**config.mk**
```make
export PLATFORM = sky130hd
export DESIGN_NAME = spqc_div
export DESIGN_NICKNAME = d
export VERILOG_FILES = /design/src/rtl/spqc_pkg.sv /design/src/rtl/spqc_div.sv
export SDC_FILE = /design/constraint.sdc
export NUM_CORES = 2
export LEC_CHECK = 0
export BUFFER_PORTS_ARGS = -buffer_cell sky130_fd_sc_hd__buf_2
export CAP_MARGIN = 40
export CORE_MARGIN = 3
export CORE_UTILIZATION = 29
export DETAILED_ROUTE_END_ITERATION = 8
export HOLD_SLACK_MARGIN = 0.15
export PLACE_DENSITY_LB_ADDON = 0.05
export REMOVE_ABC_BUFFERS = 1
export SYNTH_ARGS = -nofsm -noshare
export SYNTH_HDL_FRONTEND = slang
export SYNTH_SLANG_ARGS = --single-unit
```
**constraint.sdc**
```tcl
create_clock -name clk -period 4.3 [get_ports clk]
set_clock_uncertainty 0.05 [all_clocks]
set_input_delay 0.215 -clock clk [delete_from_list [all_inputs] [get_ports clk]]
set_output_delay 0.215 -clock clk [all_outputs]
set_load 0.02 [all_outputs]
```
**src/rtl/spqc_pkg.sv**
```systemverilog
// Shared types and constants for the sprite quad clip and UV core.
// Used by spqc_div and sprite_quad_clip_uv_core; depends on nothing else.
package spqc_pkg;

    localparam int UV_FRAC_BITS = 15;
    localparam logic [15:0] UV_ONE = 16'(1 << UV_FRAC_BITS);

    localparam int DIV_NUM_W = 64;
    localparam int DIV_DEN_W = 48;
    localparam int DIV_Q_W   = 16;

    localparam logic [2:0] REG_NEAR_CLIP   = 3'd0;
    localparam logic [2:0] REG_FAR_CLIP    = 3'd1;
    localparam logic [2:0] REG_NEAR_SCREEN = 3'd2;
    localparam logic [2:0] REG_FAR_SCREEN  = 3'd3;
    localparam logic [2:0] REG_SCR_WIDTH   = 3'd4;
    localparam logic [2:0] REG_SCR_HEIGHT  = 3'd5;

    typedef enum logic [1:0] {
        CLIP_NONE = 2'd0,
        CLIP_LOW  = 2'd1,
        CLIP_HIGH = 2'd2
    } clip_t;

    typedef struct packed {
        logic [23:0]      z;
        logic [31:0]      rd;
        logic [7:0]       al;
        logic [7:0]       r;
        logic [7:0]       g;
        logic [7:0]       b;
        logic             zero;
        logic             down;
        logic [15:0]      ns;
        clip_t [3:0]      mode;
        logic [3:0][15:0] pos;
        logic             hw_zero;
        logic             hh_zero;
    } side_t;

endpackage

```
**src/rtl/spqc_div.sv**
```systemverilog
// Pipelined restoring divider, one quotient bit per stage, with overflow flag.
// Depends on spqc_pkg for its fixed widths.
module spqc_div
    import spqc_pkg::*;
(
    input  logic                 clk,
    input  logic                 en,
    input  logic [DIV_NUM_W-1:0] num,
    input  logic [DIV_DEN_W-1:0] den,
    output logic [DIV_Q_W-1:0]   quo,
    output logic                 ovf
);

    localparam int CW = DIV_NUM_W + 1;

    logic [DIV_NUM_W-1:0] rem_reg [0:DIV_Q_W];
    logic [DIV_DEN_W-1:0] den_reg [0:DIV_Q_W];
    logic [DIV_Q_W-1:0]   q_reg   [0:DIV_Q_W];
    logic                 ovf_reg [0:DIV_Q_W];

    logic [DIV_NUM_W-1:0] rem_next [0:DIV_Q_W-1];
    logic [DIV_Q_W-1:0]   q_next   [0:DIV_Q_W-1];
    logic [CW-1:0]        top_cmp;

    assign top_cmp = CW'(den) << DIV_Q_W;

    always_comb
    begin
        for (int s = 0; s < DIV_Q_W; s++)
        begin
            logic [CW-1:0] trial;
            trial = CW'(den_reg[s]) << (DIV_Q_W - 1 - s);
            if (CW'(rem_reg[s]) >= trial)
            begin
                rem_next[s] = rem_reg[s] - trial[DIV_NUM_W-1:0];
                q_next[s]   = q_reg[s] | (DIV_Q_W'(1) << (DIV_Q_W - 1 - s));
            end
            else
            begin
                rem_next[s] = rem_reg[s];
                q_next[s]   = q_reg[s];
            end
        end
    end

    always_ff @(posedge clk)
    begin
        if (en)
        begin
            rem_reg[0] <= num;
            den_reg[0] <= den;
            q_reg[0]   <= '0;
            ovf_reg[0] <= (CW'(num) >= top_cmp);
            for (int s = 0; s < DIV_Q_W; s++)
            begin
                rem_reg[s+1] <= rem_next[s];
                den_reg[s+1] <= den_reg[s];
                q_reg[s+1]   <= q_next[s];
                ovf_reg[s+1] <= ovf_reg[s];
            end
        end
    end

    assign quo = q_reg[DIV_Q_W];
    assign ovf = ovf_reg[DIV_Q_W];

endmodule

```
## After elaboration in Yosys (flattened, before gate mapping)

Memory sizes are Yosys's and may differ from the RTL's.
Cells that the tools add are included.
Widths: inputs -> output; s select.

- Flip-flop bits (word level): 0
- Bits of input ports: 114
- Output and inout port bits: 17
- Memories kept: 4
- Word-level logic and storage cells: 71
- RAM bits: 2,193

- Add/sub/neg operators: 16
- Muxes and demuxes: 34
- $lt $le $gt $ge: 17

Memories:

| memory | depth | width | rd ports | clocked after Yosys merged registers in | write ports | RTL line | RTL |
|---|---|---|---|---|---|---|---|
| rem_reg | 17 | 64 | 16 | 0 | 17 | spqc_div.sv:16 | `logic [DIV_NUM_W-1:0] rem_reg [0:DIV_Q_W];` |
| den_reg | 17 | 48 | 16 | 0 | 17 | spqc_div.sv:17 | `logic [DIV_DEN_W-1:0] den_reg [0:DIV_Q_W];` |
| q_reg | 17 | 16 | 17 | 0 | 17 | spqc_div.sv:18 | `logic [DIV_Q_W-1:0] q_reg [0:DIV_Q_W];` |
| ovf_reg | 17 | 1 | 17 | 0 | 17 | spqc_div.sv:19 | `logic ovf_reg [0:DIV_Q_W];` |

Operator list:

| cell | number |
|---|---|
| $mux 64 | 16 |
| $ge 64x48->1 | 1 |
| $ge 64x49->1 | 1 |
| $ge 64x50->1 | 1 |
| $ge 64x51->1 | 1 |
| $ge 64x52->1 | 1 |
| $ge 64x53->1 | 1 |
| $ge 64x54->1 | 1 |
| $ge 64x55->1 | 1 |
| $ge 64x56->1 | 1 |
| $ge 64x57->1 | 1 |
| $ge 64x58->1 | 1 |
| $ge 64x59->1 | 1 |
| $ge 64x60->1 | 1 |
| $ge 64x61->1 | 1 |
| $ge 64x62->1 | 1 |
| $ge 64x63->1 | 1 |
| $ge 64x64->1 | 1 |
| $sub 64x48->64 | 1 |
| $sub 64x49->64 | 1 |
| $sub 64x50->64 | 1 |
| $sub 64x51->64 | 1 |
| $sub 64x52->64 | 1 |
| $sub 64x53->64 | 1 |
| 26 further kinds | 28 |

## Depth between registers and ports, before layout

An unclocked memory read counts as a cell.

- Depth after elaboration: 3
- Gate-level depth with buffers: 17
- Depth with buffers taken out: 15

## Worst setup path before layout

No wires, ideal clock.

- Path type: reg-to-reg
- Start point: mem rem_reg[2][13] (netlist: rem_reg[0][141])
- End point: mem rem_reg[3][61] (netlist: rem_reg[0][253]), data pin
- Library setup time: 262 ps
- Path slack: 591 ps
- Data arrival time: 3,396 ps
- Stages on the path, launching flop included: 16
- Path through: edfxtp_1 inv_1 ha_1 inv_1 fa_1 a21o_1 a221o_1 a2111oi_2 nor2_1 o21ai_1 o21ai_1 a221o_1 a221oi_2 o311ai_1 a21boi_1 xor2_1

RTL lines:

| item | RTL line |
|---|---|
| start, declared | spqc_div.sv:16 |

==> results.tsv <==
metric	value	unit
Syn Std Cell Area	0.115	mm²
Max stage delay cell, worst path	or3b_1	
GR Overflow Total	0	
reg2reg path depth	17	
largest net degree at the start of global routing	141	
unrepaired setup endpoints after global routing	true	
Leakage	56.1	nW
die height	636	µm
area grow syn2layout	20.1	%
synth top area cells	edfxtp_1, ha_1, a21oi_1, o21ai_0, inv_1	
core box area	0.394	mm²
Routed Antenna Nets	0	
# rows	230	
detailed placement HPWL	265000	µm
pre-CTS setup slack	-0.241	ns
I/O Pins	131	
clock tree buffer depth	4	
share of cells above drive strength 1	0.126	
Critical Path RT	4.91	ns
Min-Delay Path Class	input port to flip-flop	
cts bufs inserted	263	
Setup crit end	rem_reg[0][1023]	
Die Span X	636	µm
CP max stage delay	0.39	ns
Critical Path AT	4.81	ns
# fillers	39000	
maxcap violations	0	
nets	13100	
Pwr Density	686	mW/mm²
placed instance area	0.128	mm²
# setup viols final	0	
worst reg2reg startpoint	den_reg[0][677]	
M1 WL	127000	µm
worst reg-to-reg setup slack	0.10	ns
total power	0.0949	W
WL final	337000	µm
max reg flops	1024	
Least-Margin Pin Slew	0.833	ns
Post-synth top cells	edfxtp_1, a21oi_1, inv_1, nand2_1, ha_1	
EDFF count, synth	1945	
Critical Path End Type	flip-flop	
drt drc	0	
die area	0.405	mm²
Synth top area share	0.507	
Final min period	4.20	ns
critical path startpoint	den_reg[0][677]	
met2 WL	179000	µm
Yosys top cell by area	edfxtp_1	
Yosys cell types	96	
CP dominant cell by count	buf_4	
Setup WS post-layout	0.101	ns
Yosys Warn Count	0	
Worst IR Drop VDD	0.326	mV
GPL Wtd Cong	0.964	
GRT Total Usage	0.162	
port bufs	130	
first-pass GRT wire length	516000	µm
CTS tree	yes	
starting density of the core	0.292	
met3 wire length	8120	µm
worst skew pair latency	0.87	ns
Pre-Repair DR Iteration Count	7	
Synth Flop Type	edfxtp_1	
pins over their slew limit	0	
register area share after synthesis	0.507	
post-route cell area	0.138	mm²
synthesized instance count	11100	
clock root cell	clkbuf_16	
most common cell in the synthesized netlist	edfxtp_1	
Rel. slew slack	0.442	
Critical R2R Capture	rem_reg[0][1023]	
endpoints failing hold	0	
DR vias	85300	
outcome	complete, no violations	
Avg WL per Cell	19.2	µm
clock-pin slew on the worst setup and hold paths	0.05	ns
type of the worst setup path	flip-flop to flip-flop	
drt first-iter violations	3955	
clock sinks	1945	
Vias/cell	4.86	
syn_area_per_cell	10.4	µm²
CP Launch Type	flip-flop	
initial antenna violation count	2	
worst path cell trace	inv_1 -> ha_1 -> a21oi_1 -> nor3b_1 -> a21oi_1 -> o211ai_1 -> buf_4 -> nand4_1 -> a31oi_1 -> buf_4 -> o21ai_0 -> buf_4 -> a21oi_1 -> buf_4 -> o211ai_1 -> or3b_1 -> xnor2_1	
DR top layer	met4	
fin crit share	0.976	
H-tree depth	5	
vias in the first global route	91200	
Max Freq	238	MHz
post-synthesis async set-or-reset flop share	0	
CP max FO	5	
synthesis-stage register bit count	1945	
[layout make-up]
class	count	area [µm²]	area share
inverters	1018	3820	0.0276
repair buffers	1201	9820	0.0710
well taps	5220	6530	0.0472
diodes	3	7.51	0.0000542
multi-input cells	7719	51800	0.374
clock buffers	321	7030	0.0508
clock inverters	135	1030	0.00746
flip-flops and latches	1945	58400	0.422
[worst min path at each step]
stage                  from       endpoint  slack, ns  cells after the start
6_report            num[63]  ovf_reg[0][0]       0.29                      5
5_1_grt             num[63]  ovf_reg[0][0]       0.26                      5
4_1_cts             num[63]  ovf_reg[0][0]       0.17                      5
3_5_place_dp   q_reg[14][4]   q_reg[15][4]       0.35                      0
3_3_place_gp   q_reg[14][8]   q_reg[15][8]       0.35                      0
2_1_floorplan        den[0]  den_reg[0][0]       0.26                      0
[per-stage QoR]
step | std cells | utilization | hold slack (ns) | setup TNS [ns]
2_1_floorplan | 10700 | - | 0.264 | -649.97
3_3_place_gp | 16900 | 0.324 | 0.350 | -1.95
6_report | 17600 | 0.351 | 0.291 | 0
4_1_cts | 17600 | 0.351 | 0.173 | -0.0588
5_1_grt | 17600 | 0.351 | 0.263 | -0.0546
3_5_place_dp | 16900 | 0.324 | 0.355 | -1.57
[power by group]
group | switching (W) | internal (W) | leakage (nW)
clock network | 0.00829 | 0.0123 | 3.95
logic | 0.0250 | 0.0188 | 33.3
registers | 0.00288 | 0.0276 | 18.9
total | 0.0362 | 0.0588 | 56.1
[cell families after synthesis]
group | synth area share
muxes | 0.00894
and+or+nand+nor | 0.117
xor gates and xnor gates | 0.0575
DFF | 0.507
AOI/OAI and AO/OA | 0.172
adders and majority gates | 0.0912
buffers and inverters | 0.0471
[placed cells by master (no fill, tap or decap), types with 29 or more instances in the layout]
cell type / count
o211ai_1: 47
clkbuf_16: 275
nor2_1: 721
o31a_1: 29
clkinv_2: 42
buf_2: 132
nor4_1: 67
nor2b_1: 116
xor2_1: 333
clkbuf_1: 47
or3_1: 53
nor3_1: 142
buf_12: 43
edfxtp_1: 1945
nand3_1: 171
o21ai_1: 30
ha_1: 815
nand2_1: 930
nand2b_1: 109
a31oi_1: 98
o31ai_1: 59
xnor2_1: 423
a21o_1: 489
buf_4: 797
o21ai_0: 792
a21oi_1: 1052
and3_1: 84
mux2_2: 87
clkinv_1: 56
nand4_1: 215
a211oi_1: 72
dlygate4sd3_1: 225
o21bai_1: 107
and2_1: 41
o21a_1: 110
inv_1: 1014
[worst max-delay path, delay by kind of cell, from the launching register on]
kind,cells,cell delay [ns]
AO/OA/AOI/OAI,7,1.34
XOR/XNOR,1,0.27
adder cells (fa/ha/maj),1,0.36
buffers and inverters,5,0.73
flip-flops,1,0.37
AND/OR/NAND/NOR,3,0.86
[layer usage]
layer,track usage,vias up
li1,-,42800
met1,0.166,40100
met2,0.316,1605
met3,0.0158,871
met4,0.0945,0
met5,0,-
[timing repair]
action / 4_1_cts / 5_1_grt
buffers inserted: 0 / 8
hold endpoints to repair: 395 / 0
pin swaps: 3 / 11
hold buffers: 225 / 0
gates cloned: 0 / 1
setup endpoints to repair: 31 / 199
resized for setup: 14 / 62
Note: power is estimated with default switching activity, not from simulation.
